--- src/dmx_pkg.sv ---
// ----------------------------------------------------------------------------
// dmx_pkg
// Shared constants, codes and types of the distributed mutex request node.
// ----------------------------------------------------------------------------
package dmx_pkg;

  localparam int DefNodes   = 8;
  localparam int DefSeqBits = 16;
  localparam int IdW        = 3;
  localparam int SeqInW     = 16;
  localparam int EmitMax    = 8;

  // input actions
  localparam logic [1:0] ActInvoke  = 2'd0;
  localparam logic [1:0] ActRequest = 2'd1;
  localparam logic [1:0] ActReply   = 2'd2;
  localparam logic [1:0] ActFinish  = 2'd3;

  // outgoing message kinds
  localparam logic [1:0] KindRequest = 2'd0;
  localparam logic [1:0] KindReply   = 2'd1;
  localparam logic [1:0] KindFlush   = 2'd2;

  typedef enum logic [1:0] {
    QOpHold,
    QOpLoad,
    QOpInsert,
    QOpShift
  } q_op_e;

  typedef enum logic [1:0] {
    CellHold,
    CellKey,
    CellLeft,
    CellRight
  } cell_op_e;

  typedef struct packed {
    logic           full;
    logic           nonempty;
    logic           head_le;
    logic [IdW-1:0] head_id;
  } q_stat_t;

endpackage

--- src/dmx_cell.sv ---
// ----------------------------------------------------------------------------
// dmx_cell
// One slot of the sorted request queue: holds (seq, id), compares it with the
// key and takes the key or a neighbor's entry as told.
// ----------------------------------------------------------------------------
module dmx_cell #(
  parameter int SeqBits = dmx_pkg::DefSeqBits
) (
  input  logic                     clk_i,
  input  dmx_pkg::cell_op_e        op_i,
  input  logic [SeqBits-1:0]       key_seq_i,
  input  logic [dmx_pkg::IdW-1:0]  key_id_i,
  input  logic [SeqBits-1:0]       left_seq_i,
  input  logic [dmx_pkg::IdW-1:0]  left_id_i,
  input  logic [SeqBits-1:0]       right_seq_i,
  input  logic [dmx_pkg::IdW-1:0]  right_id_i,
  input  logic                     valid_i,
  output logic [SeqBits-1:0]       seq_o,
  output logic [dmx_pkg::IdW-1:0]  id_o,
  output logic                     le_o
);
  import dmx_pkg::*;

  logic [SeqBits-1:0] seq_q, seq_d;
  logic [IdW-1:0]     id_q, id_d;

  always_comb begin
    unique case (op_i)
      CellHold: begin
        seq_d = seq_q;
        id_d  = id_q;
      end
      CellKey: begin
        seq_d = key_seq_i;
        id_d  = key_id_i;
      end
      CellLeft: begin
        seq_d = left_seq_i;
        id_d  = left_id_i;
      end
      CellRight: begin
        seq_d = right_seq_i;
        id_d  = right_id_i;
      end
      default: begin
        seq_d = seq_q;
        id_d  = id_q;
      end
    endcase
  end

  always_ff @(posedge clk_i) begin
    seq_q <= seq_d;
    id_q  <= id_d;
  end

  // entry does not outrank the key
  assign le_o  = valid_i && ((seq_q < key_seq_i) || ((seq_q == key_seq_i) && (id_q <= key_id_i)));
  assign seq_o = seq_q;
  assign id_o  = id_q;

endmodule

--- src/dmx_queue.sv ---
// ----------------------------------------------------------------------------
// dmx_queue
// Sorted request queue built as a row of cells with a fill count. Loads a first
// key, inserts a key in order and drops the head one position per cycle.
// ----------------------------------------------------------------------------
module dmx_queue #(
  parameter int Nodes   = dmx_pkg::DefNodes,
  parameter int SeqBits = dmx_pkg::DefSeqBits
) (
  input  logic                     clk_i,
  input  logic                     rst_ni,
  input  dmx_pkg::q_op_e           op_i,
  input  logic [SeqBits-1:0]       key_seq_i,
  input  logic [dmx_pkg::IdW-1:0]  key_id_i,
  output dmx_pkg::q_stat_t         stat_o
);
  import dmx_pkg::*;

  localparam int CntW = $clog2(Nodes + 1);

  logic [CntW-1:0]    count_q, count_d;
  logic [SeqBits-1:0] seq_w [Nodes];
  logic [IdW-1:0]     id_w  [Nodes];
  logic [Nodes-1:0]   le_w;
  logic [Nodes-1:0]   valid_w;
  cell_op_e           cop_w [Nodes];

  for (genvar k = 0; k < Nodes; k++) begin : g_cell
    logic [SeqBits-1:0] lseq, rseq;
    logic [IdW-1:0]     lid, rid;
    logic               left_le;

    assign valid_w[k] = count_q > CntW'(k);

    if (k == 0) begin : g_first
      assign lseq    = key_seq_i;
      assign lid     = key_id_i;
      assign left_le = 1'b1;
    end else begin : g_inner
      assign lseq    = seq_w[k-1];
      assign lid     = id_w[k-1];
      assign left_le = le_w[k-1];
    end

    if (k == Nodes - 1) begin : g_last
      assign rseq = seq_w[k];
      assign rid  = id_w[k];
    end else begin : g_more
      assign rseq = seq_w[k+1];
      assign rid  = id_w[k+1];
    end

    always_comb begin
      unique case (op_i)
        QOpHold:   cop_w[k] = CellHold;
        QOpLoad:   cop_w[k] = (k == 0) ? CellKey : CellHold;
        QOpInsert: begin
          // entries ahead of the key stay, the slot after them takes the key
          if (le_w[k])      cop_w[k] = CellHold;
          else if (left_le) cop_w[k] = CellKey;
          else              cop_w[k] = CellLeft;
        end
        QOpShift:  cop_w[k] = CellRight;
        default:   cop_w[k] = CellHold;
      endcase
    end

    dmx_cell #(
      .SeqBits(SeqBits)
    ) u_cell (
      .clk_i      (clk_i),
      .op_i       (cop_w[k]),
      .key_seq_i  (key_seq_i),
      .key_id_i   (key_id_i),
      .left_seq_i (lseq),
      .left_id_i  (lid),
      .right_seq_i(rseq),
      .right_id_i (rid),
      .valid_i    (valid_w[k]),
      .seq_o      (seq_w[k]),
      .id_o       (id_w[k]),
      .le_o       (le_w[k])
    );
  end

  always_comb begin
    unique case (op_i)
      QOpHold:   count_d = count_q;
      QOpLoad:   count_d = CntW'(1);
      QOpInsert: count_d = count_q + CntW'(1);
      QOpShift:  count_d = count_q - CntW'(1);
      default:   count_d = count_q;
    endcase
  end

  always_ff @(posedge clk_i or negedge rst_ni) begin
    if (!rst_ni) begin
      count_q <= '0;
    end else begin
      count_q <= count_d;
    end
  end

  assign stat_o.full     = (count_q == CntW'(Nodes));
  assign stat_o.nonempty = (count_q != '0);
  assign stat_o.head_le  = le_w[0];
  assign stat_o.head_id  = id_w[0];

endmodule

--- src/distributed_mutex_request_node.sv ---
// ----------------------------------------------------------------------------
// distributed_mutex_request_node
// One node of a token-less distributed mutual exclusion protocol: sorted
// request queue, replied and deferred maps, sequence numbers, and a sequencer
// that emits the messages each action causes.
// ----------------------------------------------------------------------------
//  channel   | handshake                  | payload
//  ----------+----------------------------+-----------------------------------
//  action in | start_i, busy_o            | action_i, msg_seq_i, msg_sender_i
//  config    | cfg_we_i                   | cfg_wdata_i (own id)
//  result    | out_strobe_o (one cycle)   | msg_valid_o .. last_o
//
//  busy_o stays high from a transfer until its last result is formed. Invoke,
//  receive request and an ignored reply go straight to the results; other
//  replies and finish first pass a drop phase, in which the queue cells shift
//  the head out one position per cycle while it does not outrank the key.
//  Then the results (1 to 8) leave one a cycle.
//  each result appears in the cycle after it is formed, on a registered output.
//  reset clears the counters and maps at once; queue slots need no clearing.
//  the receiver cannot stall; a new item may start while the last result shows.
// ----------------------------------------------------------------------------
module distributed_mutex_request_node #(
  parameter int NODES    = dmx_pkg::DefNodes,
  parameter int SEQ_BITS = dmx_pkg::DefSeqBits
) (
  input  logic        clk_i,
  input  logic        rst_ni,
  input  logic        start_i,
  output logic        busy_o,
  input  logic [1:0]  action_i,
  input  logic [15:0] msg_seq_i,
  input  logic [2:0]  msg_sender_i,
  input  logic        cfg_we_i,
  input  logic [2:0]  cfg_wdata_i,
  output logic        out_strobe_o,
  output logic        msg_valid_o,
  output logic [1:0]  msg_kind_o,
  output logic [2:0]  msg_dest_o,
  output logic [15:0] msg_seq_out_o,
  output logic        may_enter_o,
  output logic        last_o
);
  import dmx_pkg::*;

  localparam int XW = (SEQ_BITS > SeqInW) ? SEQ_BITS : SeqInW;
  localparam logic [1:0] ST_IDLE = 2'd0;
  localparam logic [1:0] ST_DROP = 2'd1;
  localparam logic [1:0] ST_EMIT = 2'd2;

  logic [1:0]          state_q, state_d;
  logic [IdW-1:0]      own_id_q;
  logic [SEQ_BITS-1:0] own_seq_q, own_seq_d;
  logic [SEQ_BITS-1:0] hs_q, hs_d;
  logic [NODES-1:0]    replied_q, replied_d;
  logic [NODES-1:0]    deferred_q, deferred_d;
  logic [NODES-1:0]    pend_q, pend_d;
  logic                requesting_q, requesting_d;
  logic                fin_q, fin_d;
  logic                flush_q, flush_d;
  logic [1:0]          kind_q, kind_d;
  logic [2:0]          emit_cnt_q, emit_cnt_d;
  logic [SEQ_BITS-1:0] key_seq_q, key_seq_d;
  logic [IdW-1:0]      key_id_q, key_id_d;

  logic                strobe_q, strobe_d;
  logic                mvalid_q, mvalid_d;
  logic [1:0]          mkind_q, mkind_d;
  logic [2:0]          mdest_q, mdest_d;
  logic [15:0]         mseq_q, mseq_d;
  logic                menter_q, menter_d;
  logic                last_q, last_d;

  q_op_e               q_op;
  logic [SEQ_BITS-1:0] key_seq;
  logic [IdW-1:0]      key_id;
  q_stat_t             stat;

  logic                accept;
  logic [XW-1:0]       seq_in_ext;
  logic [XW-1:0]       own_seq_ext;
  logic [SEQ_BITS-1:0] ms;
  logic [SEQ_BITS-1:0] seq_next;
  logic [NODES-1:0]    own_bit;
  logic [NODES-1:0]    snd_bit;
  logic                bad_snd;
  logic                may_enter;
  logic [2:0]          pick_dest;
  logic [NODES-1:0]    pend_clr;
  logic                more;

  assign accept      = start_i && (state_q == ST_IDLE);
  assign seq_in_ext  = XW'(msg_seq_i);
  assign ms          = seq_in_ext[SEQ_BITS-1:0];
  assign own_seq_ext = XW'(own_seq_q);
  assign seq_next    = (hs_q == '1) ? hs_q : (hs_q + SEQ_BITS'(1));
  assign own_bit     = (int'(own_id_q) < NODES) ?
                       ({{(NODES-1){1'b0}}, 1'b1} << own_id_q) : '0;
  assign snd_bit     = {{(NODES-1){1'b0}}, 1'b1} << msg_sender_i;
  assign bad_snd     = (int'(msg_sender_i) >= NODES) || (msg_sender_i == own_id_q);
  assign may_enter   = (&replied_q) && stat.nonempty && (stat.head_id == own_id_q);
  assign pend_clr    = pend_q & (pend_q - NODES'(1));

  // lowest pending node
  always_comb begin
    pick_dest = '0;
    for (int i = NODES - 1; i >= 0; i--) begin
      if (pend_q[i]) pick_dest = 3'(i);
    end
  end

  always_comb begin
    state_d      = state_q;
    own_seq_d    = own_seq_q;
    hs_d         = hs_q;
    replied_d    = replied_q;
    deferred_d   = deferred_q;
    pend_d       = pend_q;
    requesting_d = requesting_q;
    fin_d        = fin_q;
    flush_d      = flush_q;
    kind_d       = kind_q;
    emit_cnt_d   = emit_cnt_q;
    key_seq_d    = key_seq_q;
    key_id_d     = key_id_q;
    q_op         = QOpHold;
    key_seq      = key_seq_q;
    key_id       = key_id_q;
    strobe_d     = 1'b0;
    mvalid_d     = mvalid_q;
    mkind_d      = mkind_q;
    mdest_d      = mdest_q;
    mseq_d       = mseq_q;
    menter_d     = menter_q;
    last_d       = 1'b0;
    more         = 1'b0;

    unique case (state_q)
      ST_IDLE: begin
        if (accept) begin
          emit_cnt_d = '0;
          flush_d    = 1'b0;
          pend_d     = '0;
          kind_d     = KindReply;
          fin_d      = 1'b0;
          state_d    = ST_EMIT;
          unique case (action_i)
            ActInvoke: begin
              own_seq_d    = seq_next;
              key_seq      = seq_next;
              key_id       = own_id_q;
              q_op         = QOpLoad;
              replied_d    = own_bit;
              requesting_d = 1'b1;
              pend_d       = ~own_bit;
              kind_d       = KindRequest;
            end
            ActRequest: begin
              key_seq = ms;
              key_id  = msg_sender_i;
              if (!bad_snd) begin
                if (ms > hs_q) hs_d = ms;
                if (!requesting_q) begin
                  pend_d = snd_bit;
                end else if ((replied_q & snd_bit) == '0) begin
                  replied_d = replied_q | snd_bit;
                  if (!stat.full) q_op = QOpInsert;
                end else begin
                  deferred_d = deferred_q | snd_bit;
                end
              end
            end
            ActReply: begin
              if (!bad_snd) begin
                replied_d = replied_q | snd_bit;
                key_seq_d = ms;
                key_id_d  = msg_sender_i;
                state_d   = ST_DROP;
              end
            end
            ActFinish: begin
              key_seq_d = own_seq_q;
              key_id_d  = own_id_q;
              fin_d     = 1'b1;
              state_d   = ST_DROP;
            end
            default: state_d = ST_EMIT;
          endcase
        end
      end
      ST_DROP: begin
        if (stat.head_le) begin
          q_op = QOpShift;
        end else begin
          state_d = ST_EMIT;
          if (fin_q) begin
            flush_d      = stat.nonempty;
            pend_d       = deferred_q;
            deferred_d   = '0;
            requesting_d = 1'b0;
            kind_d       = KindReply;
          end
        end
      end
      ST_EMIT: begin
        strobe_d   = 1'b1;
        emit_cnt_d = emit_cnt_q + 3'd1;
        menter_d   = may_enter;
        if (flush_q) begin
          mvalid_d = 1'b1;
          mkind_d  = KindFlush;
          mdest_d  = stat.head_id;
          flush_d  = 1'b0;
          more     = (pend_q != '0);
        end else if (pend_q != '0) begin
          mvalid_d = 1'b1;
          mkind_d  = kind_q;
          mdest_d  = pick_dest;
          pend_d   = pend_clr;
          more     = (pend_clr != '0);
        end else begin
          // status item
          mvalid_d = 1'b0;
          mkind_d  = '0;
          mdest_d  = '0;
          more     = 1'b0;
        end
        mseq_d = mvalid_d ? own_seq_ext[SeqInW-1:0] : '0;
        last_d = !more || (emit_cnt_q == 3'(EmitMax - 1));
        if (last_d) state_d = ST_IDLE;
      end
      default: state_d = ST_IDLE;
    endcase
  end

  dmx_queue #(
    .Nodes  (NODES),
    .SeqBits(SEQ_BITS)
  ) u_queue (
    .clk_i    (clk_i),
    .rst_ni   (rst_ni),
    .op_i     (q_op),
    .key_seq_i(key_seq),
    .key_id_i (key_id),
    .stat_o   (stat)
  );

  always_ff @(posedge clk_i or negedge rst_ni) begin
    if (!rst_ni) begin
      state_q      <= ST_IDLE;
      own_id_q     <= '0;
      own_seq_q    <= '0;
      hs_q         <= '0;
      replied_q    <= '0;
      deferred_q   <= '0;
      pend_q       <= '0;
      requesting_q <= 1'b0;
      fin_q        <= 1'b0;
      flush_q      <= 1'b0;
      kind_q       <= KindRequest;
      emit_cnt_q   <= '0;
      strobe_q     <= 1'b0;
      last_q       <= 1'b0;
    end else begin
      state_q      <= state_d;
      if (cfg_we_i) own_id_q <= cfg_wdata_i;
      own_seq_q    <= own_seq_d;
      hs_q         <= hs_d;
      replied_q    <= replied_d;
      deferred_q   <= deferred_d;
      pend_q       <= pend_d;
      requesting_q <= requesting_d;
      fin_q        <= fin_d;
      flush_q      <= flush_d;
      kind_q       <= kind_d;
      emit_cnt_q   <= emit_cnt_d;
      strobe_q     <= strobe_d;
      last_q       <= last_d;
    end
  end

  always_ff @(posedge clk_i) begin
    key_seq_q <= key_seq_d;
    key_id_q  <= key_id_d;
    mvalid_q  <= mvalid_d;
    mkind_q   <= mkind_d;
    mdest_q   <= mdest_d;
    mseq_q    <= mseq_d;
    menter_q  <= menter_d;
  end

  assign busy_o        = (state_q != ST_IDLE);
  assign out_strobe_o  = strobe_q;
  assign msg_valid_o   = mvalid_q;
  assign msg_kind_o    = mkind_q;
  assign msg_dest_o    = mdest_q;
  assign msg_seq_out_o = mseq_q;
  assign may_enter_o   = menter_q;
  assign last_o        = last_q;

  a_accept_busy: assert property (@(posedge clk_i) disable iff (!rst_ni)
    accept |=> busy_o)
    else $error("transfer taken but node not busy");

  a_last_strobe: assert property (@(posedge clk_i) disable iff (!rst_ni)
    last_o |-> out_strobe_o)
    else $error("last marker without a result");

  a_status_alone: assert property (@(posedge clk_i) disable iff (!rst_ni)
    (out_strobe_o && !msg_valid_o) |-> last_o)
    else $error("status item not final");

  a_shift_nonempty: assert property (@(posedge clk_i) disable iff (!rst_ni)
    (q_op == QOpShift) |-> (stat.nonempty && (state_q == ST_DROP)))
    else $error("queue shifted while empty or outside drop");

endmodule

--- config.mk ---
export PLATFORM = sky130hd
export DESIGN_NAME = distributed_mutex_request_node
export DESIGN_NICKNAME = d
export VERILOG_FILES = /design/src/dmx_pkg.sv /design/src/dmx_cell.sv /design/src/dmx_queue.sv /design/src/distributed_mutex_request_node.sv
export SDC_FILE = /design/constraint.sdc
export NUM_CORES = 1
export LEC_CHECK = 0
export ABC_AREA = 1
export BUFFER_PORTS_ARGS = -buffer_cell sky130_fd_sc_hd__buf_2
export CORE_MARGIN = 3
export CORE_UTILIZATION = 66
export DETAILED_ROUTE_END_ITERATION = 12
export PLACE_DENSITY = 0.81
export RECOVER_POWER = 100
export SYNTH_ARGS = -nofsm -noshare
export SYNTH_HDL_FRONTEND = slang
export SYNTH_HIERARCHICAL = 1
export SYNTH_SLANG_ARGS = --single-unit
--- constraint.sdc ---
create_clock -name clk_i -period 13.3 [get_ports clk_i]
set_input_delay 0.665 -clock clk_i [delete_from_list [all_inputs] [get_ports clk_i]]
set_output_delay 0.665 -clock clk_i [all_outputs]
set_load 0.1 [all_outputs]
# Word level (Yosys, flattened, before mapping)
# Index checks and enable logic that the tools add are counted.
# word_totals
ff_bits	269
in_bits	28
output_inout_bits	26
elab_cells	328
# op_classes
addsub	5
n_lt_le_gt_ge	25
eq_ne	60
n_shift	2
mux	123
bitwise	7
reduce_logical	67
# op_table
operator	count
16-bit case mux with 3 select lines	6
8-bit two-way mux	18
16-bit equality test	8
16-bit less-than comparator	8
16-bit case mux with 2 select lines	4
16-bit two-way mux	4
2-bit two-way mux	28
3-bit case mux with 3 select lines	6
2-bit case mux with 3 select lines	8
8-bit case mux with 3 select lines	2
2-bit equality test, second input constant	21
3-bit two-way mux	14
8-bit case mux with 2 select lines	2
3-bit case mux with 2 select lines	5
2-bit inequality test, second input constant	13
3-bit less-or-equal comparator	8
2-bit by 1-bit equality test with 1-bit output, second input constant	11
2-bit logical NOT	11
1-bit logical AND	19
1-bit two-way mux	18
16-bit by 1-bit adder with 16-bit output, second input constant	1
8-bit AND	2
16-bit equality test, second input constant	1
16-bit greater-than comparator	1
35 further kinds	70

# Depth between registers and ports, before layout
# Gate-level depths: netlist (run 1).
# logic_depth
depth_word	16
depth_mapped	32

# Cells and area by module
# Netlist (run 1), hierarchy kept.
# modules_own_cells
module	n_inst	cells_each	area_each_um2
dmx_cell (u_queue.g_cell[1].u_cell ...)	7	171	1502.7
distributed_mutex_request_node	1	841	6781.5
dmx_cell (u_queue.g_cell[0].u_cell)	1	171	1508.9
dmx_queue	1	81	564.3

# Worst setup path after synthesis (run 1)
# OpenSTA, ideal clock, no wires.
# synth_timing
path_type	reg-to-reg
from	reg state_q[0]
to	reg u_queue.g_cell[2].u_cell.id_q[0] (enable)
setup_time_ns	0.343
arrival_ns	5.516
required_time_ns	12.957
slack_ns	7.441
stages_incl_launch_ff	28
period_less_slack_ns	5.859
cell_sequence	dfrtp_1 > inv_1 > ha_1 > buf_6 > inv_1 > clkbuf_1 > clkbuf_1 > a221oi_1 > a21oi_1 > ha_1 > inv_1 > nand2_1 > nand2_1 > nand2_1 > nand2_1 > nand2_1 > nand2_1 > nand2_1 > nand2_1 > a21oi_1 > buf_4 > nand2_1 > o21ai_0 > inv_2 > buf_6 > o31ai_2 > buf_2 > or2_2
# synth_rtl
item	line_no	rtl
start, declared	distributed_mutex_request_node.sv:50	logic [1:0] state_q, state_d;
start signal, assigned	distributed_mutex_request_node.sv:264	state_q <= state_d;
end signal, assigned	dmx_cell.sv:54	id_q <= id_d;
end, declared	dmx_cell.sv:25	logic [IdW-1:0] id_q, id_d;

==> run summary, run 1 <==
GRT Util Overall: 0.343
CTS Root Cell: clkbuf_16
Vias per inst: 6.29
Fill cells: 2321
Placer Congestion: 0.954
Clock Skews: 11.4 ps
YS warnings: 6
Worst-Margin Slew: 4070 ps
Count of cell types in the netlist: 49
Area Growth Syn to Fin: 3.40%
Synth Area per Inst: 8.46 um2
Nets: 2522
Max Root-Sink Buffers: 3
Reg-to-reg endpoint: u_queue/g_cell[0].u_cell/seq_o[6]
Crit. End Element: register
Worst Hold Path EP: own_id_q[2]
Synth Flop Type: edfxtp_1
Largest fanout on the critical path: 39
Yosys reg bits: 268
Top layer in use: met4
FF+latch area: 0.00768 mm2
DR WL met3: 5180 um
Synth area leader: edfxtp_1
Net Count, Synth: 2503
CP required: 13690 ps
Synth top area share: 0.301
First-pass GRT wire length: 85700 um
Largest cells by area after synthesis: edfxtp_1, ha_1, nand2_1
DR pass1 iterations: 6
Via Count: 17079
Failing checks: max-capacitance violations, max-slew violations
Unrepaired setup endpoints after global routing: no
Synth Instances: 2290
Post-route core utilization: 0.696
Slew margin rel.: -1.71
Met2 wire length: 25300 um
CTS Hold Bufs: 0
CP Launch Type: register
DP HPWL: 39200 um
Synth cell count leaders: nand2_1, inv_1, nand3_1
Hold_sp: cfg_wdata_i[2]
IO Count: 54
Tmin final: 9740 ps
Multi-input logic area: 0.00940 mm2
CTS H-tree lvls: 1
Leak Pwr: 8.80 nW
M1 WL: 21100 um
Reg2reg setup slack: 3560 ps
1st-iter DRT viols: 1890
Final WS setup: 3560 ps
Setup TNS Final: 0 ps
Worst-Skew Late Latency: 570 ps
R2r worst-path depth: 22
Layout cell share with drive strength beyond 1: 0.0549
Core ar.: 0.0288 mm2
Mapped Area: 0.0194 mm2
Critical Path AT: 10130 ps
Max cap viols: 9
Status: complete, but fails checks
Pre-CTS WS: 6060 ps
Drt wl/cell: 20.0 um
Register area share after synthesis: 0.396
Vias in the first global route: 16432
CTS Buf Count: 30
Initial antenna violation count: 0
CTS tree: built
Detail Route Antenna Nets: 0
Hold Fails Final Rpt: 0
Final setup fails: 0
EDFF count, synth: 194
Final Cycle Share: 0.732
Post-Route WL: 54400 um
Clock sinks: 268
Final cell count without fillers: 2716
Worst vdd ir: 245 uV
Post-placement cell count: 2661
DRC Markers: 0
Rows: 62
Height of the chip: 177 um
Full die area: 0.0314 mm2
Crit Path Category: register to register
I/O Buffers: 53
Hold Path Stages: 3
Asr flop ratio synth: 0.276
PostCTS Resize Cnt: 0
Postcts setup bufs: 0
Max Clk Rate: 103 MHz
DIE WIDTH: 177 um
ANT cells: 0
FF-to-FF Start: state_q[0]
Pin count of the biggest net entering global routing: 75
GRT overflow: 0
Fin. max-slew vios: 300
Most frequent cell after synthesis: nand2_1
Worst Hold Class: primary input to register
Starting Density: 0.673
Worst-path clk slew: 60 ps
Total power divided by cell area: 258 mW/mm2
-- area by class of cell --
type	instances	area share
inverter	307	0.0578
sequential	268	0.383
multi-input combinational	1621	0.469
clock buffer	39	0.0407
timing repair buffer	81	0.0210
tap	384	0.0240
clock inverter	16	0.00406
-- state kept, by name, indices dropped and copies added, names as in the netlist, 4 cells and up --
register and flops:
u_queue/g_cell.u_cell/id_o 24, replied_q 8, own_seq_ext 16, msg_seq_out_o 16, deferred_q 8, u_queue/count_q 4
pend_q 8, hs_q 16, u_queue/g_cell.u_cell/seq_o 128, key_seq_q 16
-- routing by layer --
layer / vias to the layer above / global-route usage
met5: - / 0
met4: 0 / 0.160
met3: 196 / 0.0516
met2: 963 / 0.564
met1: 8007 / 0.450
li1: 7913 / -
-- worst max-delay path: stages (launching register included) --
cell,delay [ps]
dfrtp_1,410
inv_1,100
ha_1,140
clkbuf_1,940
nand2_1,460
nor2_2,180
clkbuf_1,1150
nand3_1,280
a21oi_1,890
inv_1,170
ha_1,360
nand2_1,100
nor3_1,250
nand4_1,130
a21oi_1,480
nand2_1,170
o21ai_0,360
nand2_2,470
inv_1,970
inv_1,190
nor2_1,1040
nand2_1,140
o211ai_1,150
-- cells in the final DEF, fill, tap and decap left out, types with 8 or more instances in the layout --
| cell type | Yosys | routed |
|---|---|---|
| buf_2 | 25 | 25 |
| o21a_1 | 11 | 11 |
| or2_0 | 1 | 8 |
| o211ai_1 | 75 | 138 |
| buf_4 | 28 | 23 |
| a221oi_1 | 15 | 15 |
| ha_1 | 185 | 185 |
| o21ai_0 | 90 | 100 |
| a21o_1 | 8 | 8 |
| nor3_1 | 7 | 8 |
| edfxtp_1 | 194 | 194 |
| clkbuf_1 | 14 | 40 |
| nand2_2 | 10 | 8 |
| inv_1 | 290 | 298 |
| dfrtp_1 | 74 | 74 |
| nor2_1 | 124 | 134 |
| nand2_1 | 535 | 538 |
| nand3_1 | 266 | 268 |
| clkbuf_16 | 0 | 31 |
| a21oi_1 | 107 | 106 |
| nand4_1 | 36 | 36 |
-- worst max-delay path by stage --
stage | startpoint | endpoint | slack, ps | cells past startpoint
after floorplan | state_q[0] | u_queue/g_cell[2].u_cell/id_o[0] | 7440 | 27
after global placement | action_i[1] | u_queue/g_cell[6].u_cell/seq_o[0] | 6350 | 19
after detailed placement | action_i[1] | u_queue/g_cell[6].u_cell/id_o[0] | 6060 | 19
after CTS | state_q[0] | u_queue/g_cell[6].u_cell/seq_o[0] | 6120 | 18
after global routing | state_q[0] | u_queue/g_cell[6].u_cell/seq_o[8] | 2950 | 24
final | state_q[0] | u_queue/g_cell[0].u_cell/seq_o[6] | 3560 | 22
-- kinds of logic (layout without fill, tap and decap cells) --
group / Yosys count / count (layout) / synth area share
and+or+nand+nor: 1014 / 1014 / 0.230
xor gates and xnor gates: 9 / 9 / 0.00446
buffers and inverters: 401 / 443 / 0.0959
DFF: 268 / 268 / 0.396
AOI/OAI and AO/OA: 413 / 413 / 0.154
adders and majority gates: 185 / 185 / 0.119
-- metrics by stage --
step                      hold WS [ps]  instance area [um2]  total power [W]
after floorplan                    369                19400          0.00369
after global placement             454                19700          0.00428
after detailed placement           461                19700          0.00442
after CTS                          279                20600          0.00521
after global routing               324                20000          0.00551
final                              307                20000          0.00516
-- power breakdown --
| part | switching (W) | leakage [nW] | internal [W] |
|---|---|---|---|
| Combinational | 0.00188 | 5.65 | 0.000835 |
| Sequential | 0.000294 | 2.71 | 0.00138 |
| Clock | 0.000346 | 0.440 | 0.000429 |
Note: power is estimated with default switching activity, not from simulation.
==> run 2: changes to the inputs <==
Settings changed: CORE_UTILIZATION 66 to 64, PLACE_DENSITY 0.81 to 0.79.
Clock period 13.3 ns to 10.2 ns, I/O delays scaled along.
==> run summary, run 2 (synthesis gave the netlist of run 1 again) <==
Final cell count without fillers: 2719
ANT cells: 0
Worst vdd ir: 302 uV
Max Clk Rate: 118 MHz
Met2 wire length: 26700 um
CTS Buf Count: 30
CTS Root Cell: clkbuf_16
DR pass1 iterations: 12
Max FFs per register: 128
Hold Path Stages: 3
DR WL met3: 4890 um
Post-placement cell count: 2663
Most frequent cells in the layout: nand2_1, inv_1, nand3_1
Total power: 0.00700 W
Worst Hold Path EP: own_id_q[0]
Hold_sp: cfg_wdata_i[0]
Slew margin rel.: -1.84
Max Root-Sink Buffers: 3
Internal: 0.00363 W
Status: complete, but fails checks
Unrepaired setup endpoints after global routing: no
Largest fanout on the critical path: 39
Total power divided by cell area: 344 mW/mm2
Tmin final: 8480 ps
Vias per inst: 6.32
GRT overflow: 0
Clock Skews: 13.5 ps
FF-to-FF Start: state_q[0]
Reg-to-reg endpoint: u_queue/g_cell[0].u_cell/seq_o[11]
CTS Hold Bufs: 0
Setup TNS Final: 0 ps
Full die area: 0.0324 mm2
Final Cycle Share: 0.832
Pin count of the biggest net entering global routing: 75
DRC Markers: 0
Crit Path Category: register to register
Reg2reg setup slack: 1720 ps
Critical Path AT: 8870 ps
Postcts setup bufs: 0
Hold Worst Slack: 150 ps
PostCTS Resize Cnt: 0
Layout cell share with drive strength beyond 1: 0.0666
Core ar.: 0.0297 mm2
Gate power share: 0.512
Nets: 2518
Max cap viols: 5
CP required: 10590 ps
IO Count: 54
1st-iter DRT viols: 1927
Fill cells: 2448
Clock Power Share: 0.175
Clock sinks: 268
M1 WL: 22200 um
Final setup fails: 0
Via Count: 17193
Post-Route WL: 57200 um
Crit. End Element: register
Detail Route Antenna Nets: 0
Worst Hold Class: primary input to register
I/O Buffers: 53
DIE WIDTH: 180 um
Starting Density: 0.652
Drt wl/cell: 21.0 um
Worst-Skew Late Latency: 570 ps
Initial antenna violation count: 0
Placer Congestion: 0.954
Hold Fails Final Rpt: 0
Sw frac: 0.481
CP Launch Type: register
Most common cell after layout, fill and taps aside: nand2_1
Vias in the first global route: 16661
CTS tree: built
Sequential power share: 0.313
Area Growth Syn to Fin: 4.85%
Top layer in use: met4
Failing checks: max-capacitance violations, max-slew violations
Rows: 63
Worst-path clk slew: 60 ps
Height of the chip: 180 um
Leak Pwr: 8.93 nW
Worst-Margin Slew: 4260 ps
GRT Util Overall: 0.344
First-pass GRT wire length: 90200 um
Switching power: 0.00336 W
R2r worst-path depth: 21
CTS H-tree lvls: 1
DP HPWL: 40700 um
Fin. max-slew vios: 166
run 2: power groups by stage:
stage / clock (W) / combinational [W] / sequential (W)
after floorplan: 0 / 0.00251 / 0.00230
after global placement: 0 / 0.00345 / 0.00218
after detailed placement: 0 / 0.00361 / 0.00218
after CTS: 0.00123 / 0.00365 / 0.00217
after global routing: 0.00128 / 0.00397 / 0.00222
final: 0.00123 / 0.00358 / 0.00219
run 2: metrics by stage:
stage	utilization	instance area (um2)	setup WS (ps)
after floorplan	-	19400	4340
after global placement	0.662	19700	3110
after detailed placement	0.662	19700	2840
after CTS	0.700	20800	2800
after global routing	0.684	20300	1100
final	0.684	20300	1720
run 2: cell type report:
type,instances,area (um2),area share
well taps,390,488,0.0240
inverters,307,1160,0.0570
flip-flops and latches,268,7680,0.378
multi-input cells,1621,9460,0.466
repair buffers,77,403,0.0198
clock buffers,37,892,0.0439
clock inverters,19,238,0.0117
run 2: worst max path at each step:
| stage | from | slack [ps] | cells past startpoint | endpoint |
|---|---|---|---|---|
| floorplan | state_q[0] | 4340 | 27 | u_queue/g_cell[2].u_cell/id_o[0] |
| global placement | action_i[1] | 3110 | 19 | u_queue/g_cell[6].u_cell/seq_o[3] |
| detailed placement | action_i[1] | 2840 | 21 | u_queue/g_cell[0].u_cell/seq_o[11] |
| CTS | state_q[0] | 2800 | 21 | u_queue/g_cell[0].u_cell/seq_o[11] |
| global route | state_q[1] | 1100 | 21 | u_queue/g_cell[0].u_cell/seq_o[15] |
| finish | state_q[0] | 1720 | 21 | u_queue/g_cell[0].u_cell/seq_o[11] |
run 2: per-layer routing:
layer | global-route usage | vias up
met2 | 0.566 | 926
met4 | 0.169 | 0
li1 | - | 7912
met3 | 0.0378 | 226
met5 | 0 | -
met1 | 0.457 | 8129
run 2: worst max-delay path, cell delays in order, from the launching register on:
cell and delay, ps:
dfrtp_1 420, inv_1 90, ha_1 150, buf_4 300, nand2_1 250, nor2_1 1310
a221oi_1 250, a21oi_1 1130, inv_1 170, ha_1 400, nand4_1 100, nor3_1 200
nand4_1 120, a21oi_1 480, nand2_1 160, o21ai_0 330, nand2_1 710, inv_2 750
inv_1 220, nor2_4 440, nand2_1 110, o211ai_1 150
